`src/sv/btda_pkg.sv`:
```
`timescale 1ns / 1ps
// ----------------------------------------------------------------------------
// btda_pkg
// Shared sizes, character codes, queue entry type and the decimal doubling
// step for the binary to decimal ascii converter.
// ----------------------------------------------------------------------------
package btda_pkg;

	localparam int DIGIT_COUNT = 20;
	localparam int VALUE_WIDTH = 64;
	localparam int IN_WIDTH    = 64;
	localparam int CODE_WIDTH  = 6;
	localparam int BCD_WIDTH   = DIGIT_COUNT * 4;
	localparam int REM_WIDTH   = $clog2(DIGIT_COUNT + 1);
	localparam int STEP_WIDTH  = $clog2(VALUE_WIDTH);
	localparam int QUEUE_DEPTH = 2;
	localparam int QPTR_WIDTH  = $clog2(QUEUE_DEPTH);
	localparam int QCNT_WIDTH  = $clog2(QUEUE_DEPTH + 1);

	localparam logic [CODE_WIDTH-1:0] CHAR_ZERO  = 6'd48;
	localparam logic [CODE_WIDTH-1:0] CHAR_MINUS = 6'd45;

	localparam logic OP_UNSIGNED = 1'b0;
	localparam logic OP_SIGNED   = 1'b1;

	// classified item handed from front to back
	typedef struct packed {
		logic                   negative;
		logic [VALUE_WIDTH-1:0] magnitude;
	} entry_t;

	// one shift-add-3 step: correct each digit, then shift in the next bit
	function automatic logic [BCD_WIDTH-1:0] dabble(input logic [BCD_WIDTH-1:0] bcd,
							input logic bit_in);
		logic [BCD_WIDTH-1:0] adj;
		adj = bcd;
		for (int d = 0; d < DIGIT_COUNT; d++) begin
			if (bcd[d*4 +: 4] >= 4'd5) begin
				adj[d*4 +: 4] = bcd[d*4 +: 4] + 4'd3;
			end
		end
		return {adj[BCD_WIDTH-2:0], bit_in};
	endfunction

endpackage

```
`src/sv/btda_in_if.sv`:
```
`timescale 1ns / 1ps
// ----------------------------------------------------------------------------
// btda_in_if
// Input channel: mode bit and raw word with valid/ready.
// ----------------------------------------------------------------------------
interface btda_in_if;
	logic                           valid;
	logic                           ready;
	logic                           operation;
	logic [btda_pkg::IN_WIDTH-1:0]  value;

	modport source (output valid, output operation, output value, input ready);
	modport sink   (input valid, input operation, input value, output ready);
endinterface

```
`src/sv/btda_out_if.sv`:
```
`timescale 1ns / 1ps
// ----------------------------------------------------------------------------
// btda_out_if
// Output channel: one ascii character per transfer with a last marker.
// ----------------------------------------------------------------------------
interface btda_out_if;
	logic                             valid;
	logic                             ready;
	logic [btda_pkg::CODE_WIDTH-1:0]  char_code;
	logic                             last;

	modport source (output valid, output char_code, output last, input ready);
	modport sink   (input valid, input char_code, input last, output ready);
endinterface

```
`src/sv/btda_front.sv`:
```
`timescale 1ns / 1ps
// ----------------------------------------------------------------------------
// btda_front
// Accepts input words, derives sign and magnitude and holds the result in
// one register stage ahead of the queue.
// ----------------------------------------------------------------------------
module btda_front (
	input  logic               clk,
	input  logic               arst_n,
	btda_in_if.sink            item,
	output logic               push_valid,
	input  logic               push_ready,
	output btda_pkg::entry_t   push_data
);

	logic [btda_pkg::VALUE_WIDTH-1:0] raw;
	logic [btda_pkg::VALUE_WIDTH-1:0] raw_inv;
	btda_pkg::entry_t                 cls;
	btda_pkg::entry_t                 ent_s1;
	logic                             v_s1;
	logic                             take;

	// sign and magnitude of the low bits
	always_comb begin
		raw           = item.value[btda_pkg::VALUE_WIDTH-1:0];
		raw_inv       = ~raw;
		cls.negative  = (item.operation == btda_pkg::OP_SIGNED) &&
				raw[btda_pkg::VALUE_WIDTH-1];
		cls.magnitude = cls.negative ? (raw_inv + btda_pkg::VALUE_WIDTH'(1)) : raw;
	end

	assign item.ready = !v_s1 || push_ready;
	assign take       = item.valid && item.ready;

	// stage valid
	always_ff @(posedge clk or negedge arst_n) begin
		if (!arst_n) begin
			v_s1 <= 1'b0;
		end else if (take) begin
			v_s1 <= 1'b1;
		end else if (push_ready) begin
			v_s1 <= 1'b0;
		end
	end

	// stage payload
	always_ff @(posedge clk) begin
		if (take) begin
			ent_s1 <= cls;
		end
	end

	assign push_valid = v_s1;
	assign push_data  = ent_s1;

endmodule

```
`src/sv/btda_queue.sv`:
```
`timescale 1ns / 1ps
// ----------------------------------------------------------------------------
// btda_queue
// Short queue between front and back so either side can stall alone.
// ----------------------------------------------------------------------------
module btda_queue (
	input  logic               clk,
	input  logic               arst_n,
	input  logic               push_valid,
	output logic               push_ready,
	input  btda_pkg::entry_t   push_data,
	output logic               pop_valid,
	input  logic               pop_ready,
	output btda_pkg::entry_t   pop_data
);

	btda_pkg::entry_t                mem_q [btda_pkg::QUEUE_DEPTH];
	logic [btda_pkg::QPTR_WIDTH-1:0] wr_q;
	logic [btda_pkg::QPTR_WIDTH-1:0] rd_q;
	logic [btda_pkg::QCNT_WIDTH-1:0] cnt_q;
	logic                            do_push;
	logic                            do_pop;

	assign push_ready = (cnt_q != btda_pkg::QCNT_WIDTH'(btda_pkg::QUEUE_DEPTH));
	assign pop_valid  = (cnt_q != '0);
	assign do_push    = push_valid && push_ready;
	assign do_pop     = pop_valid && pop_ready;
	assign pop_data   = mem_q[rd_q];

	// pointers and fill count
	always_ff @(posedge clk or negedge arst_n) begin
		if (!arst_n) begin
			wr_q  <= '0;
			rd_q  <= '0;
			cnt_q <= '0;
		end else begin
			if (do_push) begin
				wr_q <= (wr_q == btda_pkg::QPTR_WIDTH'(btda_pkg::QUEUE_DEPTH - 1)) ?
					'0 : wr_q + 1'b1;
			end
			if (do_pop) begin
				rd_q <= (rd_q == btda_pkg::QPTR_WIDTH'(btda_pkg::QUEUE_DEPTH - 1)) ?
					'0 : rd_q + 1'b1;
			end
			if (do_push && !do_pop) begin
				cnt_q <= cnt_q + 1'b1;
			end else if (do_pop && !do_push) begin
				cnt_q <= cnt_q - 1'b1;
			end
		end
	end

	// storage
	always_ff @(posedge clk) begin
		if (do_push) begin
			mem_q[wr_q] <= push_data;
		end
	end

	// fill count stays within depth
	a_cnt_range: assert property (@(posedge clk) disable iff (!arst_n)
		cnt_q <= btda_pkg::QCNT_WIDTH'(btda_pkg::QUEUE_DEPTH))
		else $error("queue count beyond depth");

	// pointers differ by the fill count
	a_ptr_gap: assert property (@(posedge clk) disable iff (!arst_n)
		(cnt_q == '0 || cnt_q == btda_pkg::QCNT_WIDTH'(btda_pkg::QUEUE_DEPTH)) ==
		(wr_q == rd_q))
		else $error("queue pointers disagree with count");

endmodule

```
`src/sv/btda_back.sv`:
```
`timescale 1ns / 1ps
// ----------------------------------------------------------------------------
// btda_back
// Shift-add-3 conversion of one magnitude, leading zero skip and character
// emission through an output register.
// ----------------------------------------------------------------------------
module btda_back (
	input  logic               clk,
	input  logic               arst_n,
	input  logic               pop_valid,
	output logic               pop_ready,
	input  btda_pkg::entry_t   pop_data,
	btda_out_if.source         chars
);

	typedef enum logic [2:0] {
		ST_IDLE,
		ST_CONV,
		ST_SKIP,
		ST_SIGN,
		ST_EMIT
	} state_t;

	state_t                              state_q;
	logic [btda_pkg::VALUE_WIDTH-1:0]    shift_q;
	logic [btda_pkg::BCD_WIDTH-1:0]      bcd_q;
	logic                                neg_q;
	logic [btda_pkg::STEP_WIDTH-1:0]     step_q;
	logic [btda_pkg::REM_WIDTH-1:0]      rem_q;
	logic                                out_v_q;
	logic [btda_pkg::CODE_WIDTH-1:0]     out_code_q;
	logic                                out_last_q;
	logic                                slot_free;
	logic                                load_out;
	logic [3:0]                          top_digit;

	assign slot_free = !out_v_q || chars.ready;
	assign load_out  = (state_q == ST_SIGN || state_q == ST_EMIT) && slot_free;
	assign top_digit = bcd_q[btda_pkg::BCD_WIDTH-1 -: 4];
	assign pop_ready = (state_q == ST_IDLE);

	assign chars.valid     = out_v_q;
	assign chars.char_code = out_code_q;
	assign chars.last      = out_last_q;

	// sequencer with registered output
	always_ff @(posedge clk or negedge arst_n) begin
		if (!arst_n) begin
			state_q    <= ST_IDLE;
			shift_q    <= '0;
			bcd_q      <= '0;
			neg_q      <= 1'b0;
			step_q     <= '0;
			rem_q      <= '0;
			out_v_q    <= 1'b0;
			out_code_q <= '0;
			out_last_q <= 1'b0;
		end else begin
			// output register: load a character or drain on transfer
			if (load_out) begin
				out_v_q <= 1'b1;
			end else if (chars.ready) begin
				out_v_q <= 1'b0;
			end
			unique case (state_q)
				ST_IDLE: begin
					if (pop_valid) begin
						shift_q <= pop_data.magnitude;
						neg_q   <= pop_data.negative;
						bcd_q   <= '0;
						step_q  <= '0;
						state_q <= ST_CONV;
					end
				end
				ST_CONV: begin
					bcd_q   <= btda_pkg::dabble(bcd_q,
						shift_q[btda_pkg::VALUE_WIDTH-1]);
					shift_q <= {shift_q[btda_pkg::VALUE_WIDTH-2:0], 1'b0};
					step_q  <= step_q + 1'b1;
					if (step_q == btda_pkg::STEP_WIDTH'(btda_pkg::VALUE_WIDTH - 1)) begin
						rem_q   <= btda_pkg::REM_WIDTH'(btda_pkg::DIGIT_COUNT);
						state_q <= ST_SKIP;
					end
				end
				ST_SKIP: begin
					// drop leading zeros, keep at least one digit
					if (top_digit == 4'd0 && rem_q > btda_pkg::REM_WIDTH'(1)) begin
						bcd_q <= {bcd_q[btda_pkg::BCD_WIDTH-5:0], 4'd0};
						rem_q <= rem_q - 1'b1;
					end else begin
						state_q <= neg_q ? ST_SIGN : ST_EMIT;
					end
				end
				ST_SIGN: begin
					if (slot_free) begin
						out_code_q <= btda_pkg::CHAR_MINUS;
						out_last_q <= 1'b0;
						state_q    <= ST_EMIT;
					end
				end
				ST_EMIT: begin
					if (slot_free) begin
						out_code_q <= btda_pkg::CHAR_ZERO +
							btda_pkg::CODE_WIDTH'(top_digit);
						out_last_q <= (rem_q == btda_pkg::REM_WIDTH'(1));
						bcd_q      <= {bcd_q[btda_pkg::BCD_WIDTH-5:0], 4'd0};
						rem_q      <= rem_q - 1'b1;
						if (rem_q == btda_pkg::REM_WIDTH'(1)) begin
							state_q <= ST_IDLE;
						end
					end
				end
				default: begin
					state_q <= ST_IDLE;
				end
			endcase
		end
	end

	// the final digit returns the sequencer to idle
	a_last_idle: assert property (@(posedge clk) disable iff (!arst_n)
		(state_q == ST_EMIT && slot_free && rem_q == btda_pkg::REM_WIDTH'(1))
		|=> (state_q == ST_IDLE && out_v_q && out_last_q))
		else $error("last digit did not end the string");

	// digits remain whenever emitting
	a_rem_nonzero: assert property (@(posedge clk) disable iff (!arst_n)
		(state_q == ST_EMIT || state_q == ST_SIGN) |-> (rem_q != '0))
		else $error("emitting with no digits left");

	// sign only for negative values and never marked last
	a_sign_neg: assert property (@(posedge clk) disable iff (!arst_n)
		(state_q == ST_SIGN && slot_free) |=> (neg_q && !out_last_q &&
		out_code_q == btda_pkg::CHAR_MINUS))
		else $error("bad sign character");

endmodule

```
`src/sv/binary_to_decimal_ascii.sv`:
```
`timescale 1ns / 1ps
// ----------------------------------------------------------------------------
// binary_to_decimal_ascii
// Converts a 64-bit word, unsigned or two's complement, to a decimal ascii
// string, most significant character first, one character per transfer.
// ----------------------------------------------------------------------------
//  channel  dir  payload                  transfer when
//  item     in   operation, value[63:0]   item.valid && item.ready
//  chars    out  char_code[5:0], last     chars.valid && chars.ready
//
// An item leaves the queue, runs the shift-add-3 loop once per value bit,
// skips leading zeros and emits its characters. The back takes a new item
// only after the previous string's last character is loaded; the front
// stage and a two-entry queue keep taking items while the back converts.
// Output stalls hold the current character in its register and pause
// emission. Reset clears all control state at once; no clear pass.
// ----------------------------------------------------------------------------
module binary_to_decimal_ascii (
	input  logic        clk,
	input  logic        arst_n,
	btda_in_if.sink     item,
	btda_out_if.source  chars
);

	logic             push_valid;
	logic             push_ready;
	btda_pkg::entry_t push_data;
	logic             pop_valid;
	logic             pop_ready;
	btda_pkg::entry_t pop_data;

	// classify
	btda_front u_front (
		.clk        (clk),
		.arst_n     (arst_n),
		.item       (item),
		.push_valid (push_valid),
		.push_ready (push_ready),
		.push_data  (push_data)
	);

	// decouple
	btda_queue u_queue (
		.clk        (clk),
		.arst_n     (arst_n),
		.push_valid (push_valid),
		.push_ready (push_ready),
		.push_data  (push_data),
		.pop_valid  (pop_valid),
		.pop_ready  (pop_ready),
		.pop_data   (pop_data)
	);

	// convert and emit
	btda_back u_back (
		.clk       (clk),
		.arst_n    (arst_n),
		.pop_valid (pop_valid),
		.pop_ready (pop_ready),
		.pop_data  (pop_data),
		.chars     (chars)
	);

endmodule

```
`src/flat_wrapper.sv`:
```
// flat-port wrapper written by rule: the top's interface ports become plain ports
module binary_to_decimal_ascii_flat 
  (clk, arst_n, item_valid, item_operation, item_value, item_ready, chars_valid, chars_char_code, chars_last, chars_ready);
  btda_in_if item_i ();
  btda_out_if chars_i ();
  input  logic clk;
  input  logic arst_n;
  input wire logic [$bits(item_i.valid)-1:0] item_valid;
  input wire logic [$bits(item_i.operation)-1:0] item_operation;
  input wire logic [$bits(item_i.value)-1:0] item_value;
  output wire logic [$bits(item_i.ready)-1:0] item_ready;
  output wire logic [$bits(chars_i.valid)-1:0] chars_valid;
  output wire logic [$bits(chars_i.char_code)-1:0] chars_char_code;
  output wire logic [$bits(chars_i.last)-1:0] chars_last;
  input wire logic [$bits(chars_i.ready)-1:0] chars_ready;
  assign item_i.valid = item_valid;
  assign item_i.operation = item_operation;
  assign item_i.value = item_value;
  assign item_ready = item_i.ready;
  assign chars_valid = chars_i.valid;
  assign chars_char_code = chars_i.char_code;
  assign chars_last = chars_i.last;
  assign chars_i.ready = chars_ready;
  binary_to_decimal_ascii u_core (.clk(clk), .arst_n(arst_n), .item(item_i), .chars(chars_i));
endmodule
```
`config.mk`:
```
export PLATFORM = sky130hd
export DESIGN_NAME = binary_to_decimal_ascii_flat
export DESIGN_NICKNAME = d
export VERILOG_FILES = /design/src/sv/btda_pkg.sv /design/src/sv/btda_in_if.sv /design/src/sv/btda_out_if.sv /design/src/sv/btda_front.sv /design/src/sv/btda_queue.sv /design/src/sv/btda_back.sv /design/src/sv/binary_to_decimal_ascii.sv /design/src/flat_wrapper.sv
export SDC_FILE = /design/constraint.sdc
export NUM_CORES = 1
export LEC_CHECK = 0
export BUFFER_PORTS_ARGS = -buffer_cell sky130_fd_sc_hd__buf_2
export CORE_AREA = 2 2 138 241
export DETAILED_ROUTE_END_ITERATION = 12
export DIE_AREA = 0 0 140 243
export PLACE_DENSITY = 0.76
export RECOVER_POWER = 100
export SLEW_MARGIN = 20
export SYNTH_ARGS = -nofsm -noshare
export SYNTH_HDL_FRONTEND = slang
export SYNTH_HIERARCHICAL = 1
export SYNTH_SLANG_ARGS = --single-unit
```
`constraint.sdc`:
```
create_clock -name clk -period 3.8 [get_ports clk]
set_clock_uncertainty 0.1 [all_clocks]
set_input_delay 0.76 -clock clk [delete_from_list [all_inputs] [get_ports clk]]
set_output_delay 0.76 -clock clk [all_outputs]
set_load 0.1 [all_outputs]
```
==> results of run 1 <==
==> per-layer routing <==
metal	vias to the layer above	track usage (%)
li1	5624	-
met2	288	41.6
met1	6042	23.3
met5	-	0
met4	0	8.76
met3	74	2.39
==> layout by cell type (no fill, tap or decap), types with 45 or more instances in the layout <==
| cell | count |
|---|---|
| ha_1 | 45 |
| inv_1 | 95 |
| buf_2 | 63 |
| nand2_1 | 50 |
| nor2_1 | 110 |
| o21ai_0 | 95 |
| dfrtp_1 | 171 |
| xor2_1 | 71 |
| nor3_1 | 61 |
| a21oi_1 | 112 |
| edfxtp_1 | 195 |
==> Yosys cell counts (10+ instances only) <==
library cell	number
a211oi_1	19
a21oi_1	112
a221oi_2	17
a222oi_1	42
a22oi_1	15
a31oi_1	23
a32oi_1	19
buf_2	24
buf_6	10
clkbuf_1	48
dfrtp_1	172
edfxtp_1	195
ha_1	45
inv_1	95
mux2_2	26
mux2_4	40
mux2i_1	15
nand2_1	50
nand2b_1	27
nor2_1	112
nor3_1	61
nor4_1	13
o21ai_0	81
o21ai_1	16
o22ai_1	23
xnor2_1	35
xor2_1	71
==> stage by stage <==
step	power, W	instances	setup WS, ns	hold slack [ns]	instance area [µm²]
final	0.00949	1975	0.639	0.327	19400
after global routing	0.00984	1975	0.453	0.327	19400
after CTS	0.00962	1975	1.11	0.225	19600
after detailed placement	0.00612	1913	0.553	0.334	18500
after global placement	0.00605	1913	0.616	0.324	18500
after floorplan	0.00577	1490	0.291	0.321	17800
==> power groups by stage <==
stage               clock network [W]  logic (W)  registers (W)
global route                  0.00369   0.000940        0.00520
CTS                           0.00356   0.000928        0.00513
finish                        0.00348   0.000861        0.00515
global placement                    0   0.000888        0.00516
floorplan                           0   0.000614        0.00516
detailed placement                  0   0.000918        0.00521
==> flip-flops by register name (all words and copies together) (netlist names) <==
| name | flops |
|---|---|
| u_core/u_queue/rd_q | 1 |
| u_core/u_back/rem_q | 5 |
| u_core/u_back/chars.last | 1 |
| u_core/u_back/neg_q | 1 |
| u_core/u_back/shift_q | 64 |
| u_core/u_queue/mem_q | 130 |
| u_core/u_back/step_q | 6 |
| u_core/u_back/bcd_q | 80 |
| u_core/u_queue/cnt_q | 2 |
| u_core/u_back/chars.valid | 1 |
| u_core/u_back/state_q | 3 |
| u_core/u_queue/wr_q | 1 |
| u_core/u_back/chars.char_code | 6 |
| u_core/u_front/push_data | 65 |
| u_core/u_front/push_valid | 1 |
==> how the worst min path moves through the flow <==
stage,from,endpoint,slack [ns],cells past startpoint
after global routing,item_valid,u_core/u_front/push_valid,0.33,2
after global placement,u_core/u_front/push_data[27],u_core/u_queue/mem_q[0][27],0.32,0
after detailed placement,u_core/u_front/push_data[3],u_core/u_queue/mem_q[1][3],0.33,0
after CTS,arst_n,u_core/u_back/bcd_q[30],0.23,1
final,item_valid,u_core/u_front/push_valid,0.33,2
after floorplan,u_core/u_front/push_data[0],u_core/u_queue/mem_q[0][0],0.32,0
==> final cells by class <==
type | instances | area (µm²)
Fill cell | 2518 | 12700
Clock inverter | 19 | 233
Multi-Input combinational cell | 945 | 6680
Tap cell | 400 | 500
Clock buffer | 43 | 906
Inverter | 95 | 357
Sequential cell | 367 | 10200
Timing Repair Buffer | 106 | 559
==> cell families (layout without fill, tap and decap cells) <==
group | Yosys count | in the layout | synth area share [%]
AO/OA/AOI/OAI | 390 | 390 | 14.9
XOR/XNOR | 106 | 106 | 5.23
adder cells (fa/ha/maj) | 45 | 45 | 3.17
buffers and inverters | 178 | 263 | 4.38
flip-flops | 367 | 367 | 57.2
multiplexers | 81 | 81 | 5.88
AND/OR/NAND/NOR | 323 | 323 | 9.20
==> worst reg2reg max path, cell delays in order (launching register included) <==
cell and delay (ns):
dfrtp_1 0.70, or3b_2 0.51, clkbuf_2 0.86, nor3_1 0.54, o21ai_0 0.16, o21ai_0 0.12
==> results.cfg, run 1 <==
[final_layout]
diodes = 0
utilization_pct = 60.4
syn_to_final_growth_pct = 9.28
drive_above_1_share_pct = 13.3
nets = 1663

[worst_setup_path]
slowest_delay_ns = 0.59
worst_r2r_endpoint = u_core/u_back/bcd_q[23]
cp.required_ns = 3.97
critical_path.top_delay_family = simple AND/OR/NAND/NOR gates
cp-end-kind = register
critical_path_arrival_ns = 3.34
startpoint_type = input pin
r2r-start = u_core/u_back/state_q[0]
cp-endpoint = u_core/u_front/push_data[45]
path_cells = clkbuf_1, nor4_1, nand4_1, nor4_4, clkbuf_1, a31oi_1, xor2_1
cp_max_fo = 14
critPathKind = input pin to register
cpMostUsedCell = clkbuf_1
worstPathBufferInverterCount = 2
critPathSlowestCell = clkbuf_1
worstSetupStartpoint = item_value[23]
ff2ff_setup_slack_ns = 0.74
crit_cells = 7
r2r_cells = 5

[cts]
post-cts-setup-buffers = 0
cts-root-buf = clkbuf_16
cts_hold_buf = 0
clkSinkCount = 367
clockBufferDepth = 3
cts_resized = 0
clkTransAtPathRegs_ns = 0.07
cts_made_buffers = 34
cts_tree = yes
clk_latency_ns = 0.53
htreeDepth = 2

[power]
pwr-share-seq_pct = 54.3
p_int_w = 0.00724
pwr-share-comb_pct = 9.1
ir_drop_uv = 405
swShare_pct = 23.7
leakage_nw = 8.06
pwr-share-clk_pct = 36.7
power.density_mw_per_mm2 = 489
p_switching_w = 0.00225

[synth]
synth_top_area_cell = edfxtp_1
postSynthCellCount = 1490
ys.flop_type = edfxtp_1
synth_edf_count = 195
synth.area.top_cells = edfxtp_1, dfrtp_1, xor2_1, mux2_4, ha_1
ys_types = 61
synth_top_area_share_pct = 33.0
synth_area_mm2 = 0.0178
ys_seq_area_share_pct = 57.2
ys_ff_latch = 367
syn_area_per_cell_um2 = 11.9
synth_nets = 1604
ys_warn_count = 6
ys_async_sr_fraction_pct = 46.9

[place]
dp_hpwl_um = 23800
gp_congestion = 0.814
portBuffers = 77

[routing]
wl_um = 36600
wl_met2_um = 20100
ant_nets = 0
wl_met3_um = 1200
dr_total_vias = 12000
drt_iter0_markers = 953
firstDrtPassIters = 7
wirelength_met1_um = 14200
vias_per_cell = 6.09
avgRoutedWirePerCell_um = 18.5
topRoutingLayerUsed = met4
drc = 0

[floorplanning]
initial_core_util_pct = 55.3
coreArea_mm2 = 0.0321
fp.dieW_um = 140
dieArea_mm2 = 0.0340
io_pins = 78
die_h_um = 243
rows = 87

[grt]
antenna_found_initial = 0
grt_overflow = 0
grt_pass1_vias = 12400
grt_pass1_wl_um = 60300
grt_max_degree = 151
track_usage_pct = 21.4

[min_path]
hold_path_class = input pin to register

[timing]
slew-limit-headroom_pct = -45.2
worst_slew_pin_slew_ns = 2.18
fin_tns_setup_ns = 0
min_period_over_period_pct = 83.2
fmax_mhz = 316
layout_min_cycle_time_ns = 3.16
rsz0062_at_grt = false
hold_violations = 0
setup_viol = 0
drv_slew = 388

[run_status]
violations = max-capacitance violations, max-slew violations
outcome = complete, but fails checks

[run]
maxCapViolations = 6
Power figures use the tool's default switching activity.
==> run 2, diff against run 1 <==
==> constraint.sdc (replaced) <==
create_clock -name clk -period 2.7 [get_ports clk]
set_clock_uncertainty 0.1 [all_clocks]
set_input_delay 0.54 -clock clk [delete_from_list [all_inputs] [get_ports clk]]
set_output_delay 0.54 -clock clk [all_outputs]
set_load 0.1 [all_outputs]
==> results.cfg, run 2 (same netlist as run 1, synthesis figures left out) <==
[worst_setup_path]
worstSetupStartpoint = u_core/u_queue/cnt_q[0]
cp.required_ns = 2.76
startpoint_type = register
cp-end-kind = register
critPathKind = register to register
critical_path_arrival_ns = 2.58
ff2ff_setup_slack_ns = 0.18
cp_max_fo = 28
r2r-start = u_core/u_queue/cnt_q[0]

[final_layout]
syn_to_final_growth_pct = 10.6
multi_input_area_mm2 = 0.00671
diodes = 0
layout_commonest_cell = edfxtp_1
drive_above_1_share_pct = 15.5
nets = 1692
largest_reg_flops = 130
ff_latch_area_mm2 = 0.0102
largest-register = u_core/u_queue/mem_q
nFillCells = 2479
final_cell_mix = edfxtp_1, dfrtp_1, a21oi_1

[power]
p_switching_w = 0.00315
power.density_mw_per_mm2 = 672
pwr-share-comb_pct = 9.8
ir_drop_uv = 605
p_int_w = 0.0100
pwr-share-seq_pct = 54.9
pwr-share-clk_pct = 35.3
swShare_pct = 23.9
fin_total_pwr_w = 0.0132
leakage_nw = 8.26

[grt]
grt_overflow = 0
antenna_found_initial = 0
grt_pass1_vias = 12600
track_usage_pct = 22.0
grt_max_degree = 88
grt_pass1_wl_um = 61700

[routing]
ant_nets = 0
avgRoutedWirePerCell_um = 18.6
drc = 0
vias_per_cell = 6.06
drt_iter0_markers = 976
wl_um = 37200
firstDrtPassIters = 7
dr_total_vias = 12100

[timing]
hold_violations = 0
slew-limit-headroom_pct = 19.4
drv_slew = 0
final.setup.worst_slack_ns = 0.180
whs_ns = 0.126
setup_viol = 0
rsz0062_at_grt = false
layout_min_cycle_time_ns = 2.52
worst_slew_pin_slew_ns = 1.21
fmax_mhz = 397
min_period_over_period_pct = 93.3

[place]
portBuffers = 77
dp_hpwl_um = 24500
gp_congestion = 0.886
pre_cts_ws_ns = -0.102

[floorplanning]
io_pins = 78
rows = 87
coreArea_mm2 = 0.0321
die_h_um = 243
fp.dieW_um = 140
dieArea_mm2 = 0.0340
initial_core_util_pct = 55.3

[cts]
clockBufferDepth = 3
clkTransAtPathRegs_ns = 0.06
htreeDepth = 2
cts_resized = 0
cts_made_buffers = 34
clkSinkCount = 367
cts_hold_buf = 1
clk_latency_ns = 0.53
post-cts-setup-buffers = 0
cts_tree = yes
cts-root-buf = clkbuf_16

[run_status]
outcome = completed

[min_path]
min_from = item_valid
hold_path_class = input pin to register

[run]
maxCapViolations = 0
==> run 2: changes by cell type in the layout (fill, tap and decap cells not counted), sizes merged <==
cell         change
buf             +23
bufinv           -3
clkbuf           +9
clkinv           -1
clkinvlp         -3
dlygate4sd3      +1
inv              +2
==> run 2: routing by layer <==
layer  track usage [%]  vias up  routed length [µm]  share of wire (%)
met1              24.1     6059               14000                 38
met3              2.53       99                1360                3.7
met5                 0        -                   0                  0
met2              42.6      304               20500                 55
met4              9.21        0                1320                3.6
li1                  -     5681                   -                  -
==> run 2: power groups by stage <==
stage,clock (W),sequential [W],combinational (W)
2_1_floorplan,0,0.00724,0.000872
4_1_cts,0.00475,0.00723,0.00142
3_3_place_gp,0,0.00726,0.00136
3_5_place_dp,0,0.00732,0.00140
6_report,0.00466,0.00724,0.00130
5_1_grt,0.00493,0.00732,0.00142
==> run 2: per-stage QoR <==
step / TNS [ns] / util [%] / instance area [µm²] / cells
after floorplan: 0 / - / 17800 / 1490
after global placement: -0.0255 / 58.7 / 18800 / 1941
after detailed placement: -0.464 / 58.7 / 18800 / 1941
after CTS: 0 / 62.1 / 19900 / 2003
after global routing: 0 / 61.2 / 19600 / 2003
final: 0 / 61.2 / 19600 / 2003
==> run 2: critical path, cell delays in order, from the launching register on <==
cell and delay [ns]:
dfrtp_1 0.40, nand2b_1 0.17, and3_1 0.75, clkbuf_2 0.70
==> run 2: final cells by class <==
cell class	count	area share (%)
well taps	400	2.55
clock inverters	14	0.592
inverters	95	1.82
flip-flops and latches	367	51.7
clock buffers	47	4.84
multi-input cells	945	34.2
repair buffers	135	4.29
==> run 2: path summary, 6_finish.rpt <==
path                                               end  cells after the start
setup / recovery           u_core/u_queue/mem_q[1][14]                      3
hold / removal               u_core/u_front/push_valid                      2
setup reg to reg           u_core/u_queue/mem_q[1][14]                      3
hold reg to reg             u_core/u_queue/mem_q[0][9]                      0
max in group asynchronous          u_core/u_queue/rd_q                      3
min in group asynchronous      u_core/u_back/bcd_q[36]                      2
==> run 3, diff against run 2 <==
--- a/config.mk
+++ b/config.mk
@@ -6,10 +6,9 @@
 export NUM_CORES = 1
 export LEC_CHECK = 0
 export BUFFER_PORTS_ARGS = -buffer_cell sky130_fd_sc_hd__buf_2
-export CORE_AREA = 2 2 138 241
+export CORE_AREA = 2 2 187 327
 export DETAILED_ROUTE_END_ITERATION = 12
-export DIE_AREA = 0 0 140 243
-export PLACE_DENSITY = 0.76
+export DIE_AREA = 0 0 189 329
 export RECOVER_POWER = 100
 export SLEW_MARGIN = 20
 export SYNTH_ARGS = -nofsm -noshare
==> results.cfg, run 3 (same netlist as run 1, synthesis figures left out) <==
[timing]
fmax_mhz = 400
hold_violations = 0
final.setup.worst_slack_ns = 0.197
worst_slew_pin_slew_ns = 1.06
slew-limit-headroom_pct = 29.6
setup_viol = 0
rsz0062_at_grt = false
min_period_over_period_pct = 92.7
layout_min_cycle_time_ns = 2.50
drv_slew = 0

[worst_setup_path]
ff2ff_setup_slack_ns = 0.23
cpMostUsedCell = nand2b_1
cp-end-kind = primary output
critPathSlowestCell = clkbuf_2
cp.required_ns = 2.06
r2r_cells = 8
worstSetupStartpoint = u_core/u_queue/cnt_q[0]
r2r-start = u_core/u_back/rem_q[1]
critPathKind = register to primary output
critical_path_arrival_ns = 1.86
worst_r2r_endpoint = u_core/u_back/bcd_q[32]
cp_max_fo = 4
cp-endpoint = item_ready
path_cells = nand2b_1, nand2b_1, clkbuf_2
slowest_delay_ns = 0.50
startpoint_type = register

[place]
dp_hpwl_um = 26300
portBuffers = 77
gp_congestion = 0.828
pre_cts_ws_ns = -0.0110

[grt]
grt_pass1_vias = 12700
grt_overflow = 0
track_usage_pct = 12.2
grt_max_degree = 78
antenna_found_initial = 0
grt_pass1_wl_um = 63000

[final_layout]
syn_to_final_growth_pct = 14.1
ff_latch_area_mm2 = 0.0102
drive_above_1_share_pct = 16.1
nFillCells = 5898
multi_input_area_mm2 = 0.00671
largest-register = u_core/u_queue/mem_q
layout_commonest_cell = edfxtp_1
diodes = 0
final_cell_mix = edfxtp_1, dfrtp_1, a21oi_1
nets = 1697
largest_reg_flops = 130

[floorplanning]
io_pins = 78
coreArea_mm2 = 0.0597
dieArea_mm2 = 0.0622
die_h_um = 329
fp.dieW_um = 189
initial_core_util_pct = 29.7
rows = 119

[cts]
cts-root-buf = clkbuf_16
post-cts-setup-buffers = 0
clkTransAtPathRegs_ns = 0.07
cts_tree = yes
cts_resized = 0
clkSinkCount = 367
cts_made_buffers = 31
cts_hold_buf = 1
clockBufferDepth = 3
htreeDepth = 1
clk_latency_ns = 0.57

[routing]
vias_per_cell = 5.01
ant_nets = 0
wl_um = 38200
avgRoutedWirePerCell_um = 16.0
firstDrtPassIters = 9
dr_total_vias = 12000
drt_iter0_markers = 701
drc = 0

[power]
leakage_nw = 8.33
fin_total_pwr_w = 0.0133
ir_drop_uv = 507
power.density_mw_per_mm2 = 654

[run_status]
outcome = completed

[run]
maxCapViolations = 0

[min_path]
hold_path_class = input pin to register
[run 3: area by class of cell]
| type | instances | area share (%) |
|---|---|---|
| clock inverter | 22 | 1.41 |
| timing repair buffer | 143 | 4.76 |
| multi-input combinational | 945 | 33.1 |
| inverter | 95 | 1.76 |
| tap | 786 | 4.86 |
| clock buffer | 36 | 3.92 |
| sequential | 367 | 50.2 |
[run 3: worst max-delay path: cells and delay by family, from the launching register on]
kind                   cells  cell delay, ns
buffers and inverters      1            0.50
flip-flops                 1            0.41
AND/OR/NAND/NOR            2            0.39
[run 3: layer usage]
layer | global-route usage, % | part of all wire (%) | up-vias
met5 | 0 | 0 | -
met4 | 4.62 | 2.7 | 0
met3 | 1.51 | 3.9 | 61
met2 | 24.8 | 56 | 264
met1 | 12.2 | 37 | 5974
li1 | - | - | 5692
[run 3: worst min-delay path by stage]
stage                   from                          end  cells past startpoint
2_1_floorplan         arst_n       u_core/u_back/bcd_q[0]                      0
3_3_place_gp          arst_n     u_core/u_back/shift_q[3]                      1
3_5_place_dp          arst_n     u_core/u_back/shift_q[4]                      1
4_1_cts        item_value[0]  u_core/u_front/push_data[0]                      1
5_1_grt           item_valid    u_core/u_front/push_valid                      2
6_report          item_valid    u_core/u_front/push_valid                      2
[run 3: metrics by stage]
step | cells | hold WS, ns | area (µm²) | TNS [ns] | utilization [%]
3_5_place_dp | 2335 | 0.283 | 19400 | -0.0148 | 32.5
4_1_cts | 2394 | 0.0764 | 20500 | 0 | 34.4
3_3_place_gp | 2335 | 0.281 | 19400 | 0 | 32.5
2_1_floorplan | 1490 | 0.144 | 17800 | 0 | -
5_1_grt | 2394 | 0.140 | 20300 | 0 | 33.9
6_report | 2394 | 0.142 | 20300 | 0 | 33.9
[run 3: report_power, final]
part | switching, W | internal, W | leakage, nW
combinational | 0.000806 | 0.000485 | 3.74
sequential | 0.000233 | 0.00697 | 4.07
clock | 0.00205 | 0.00271 | 0.517
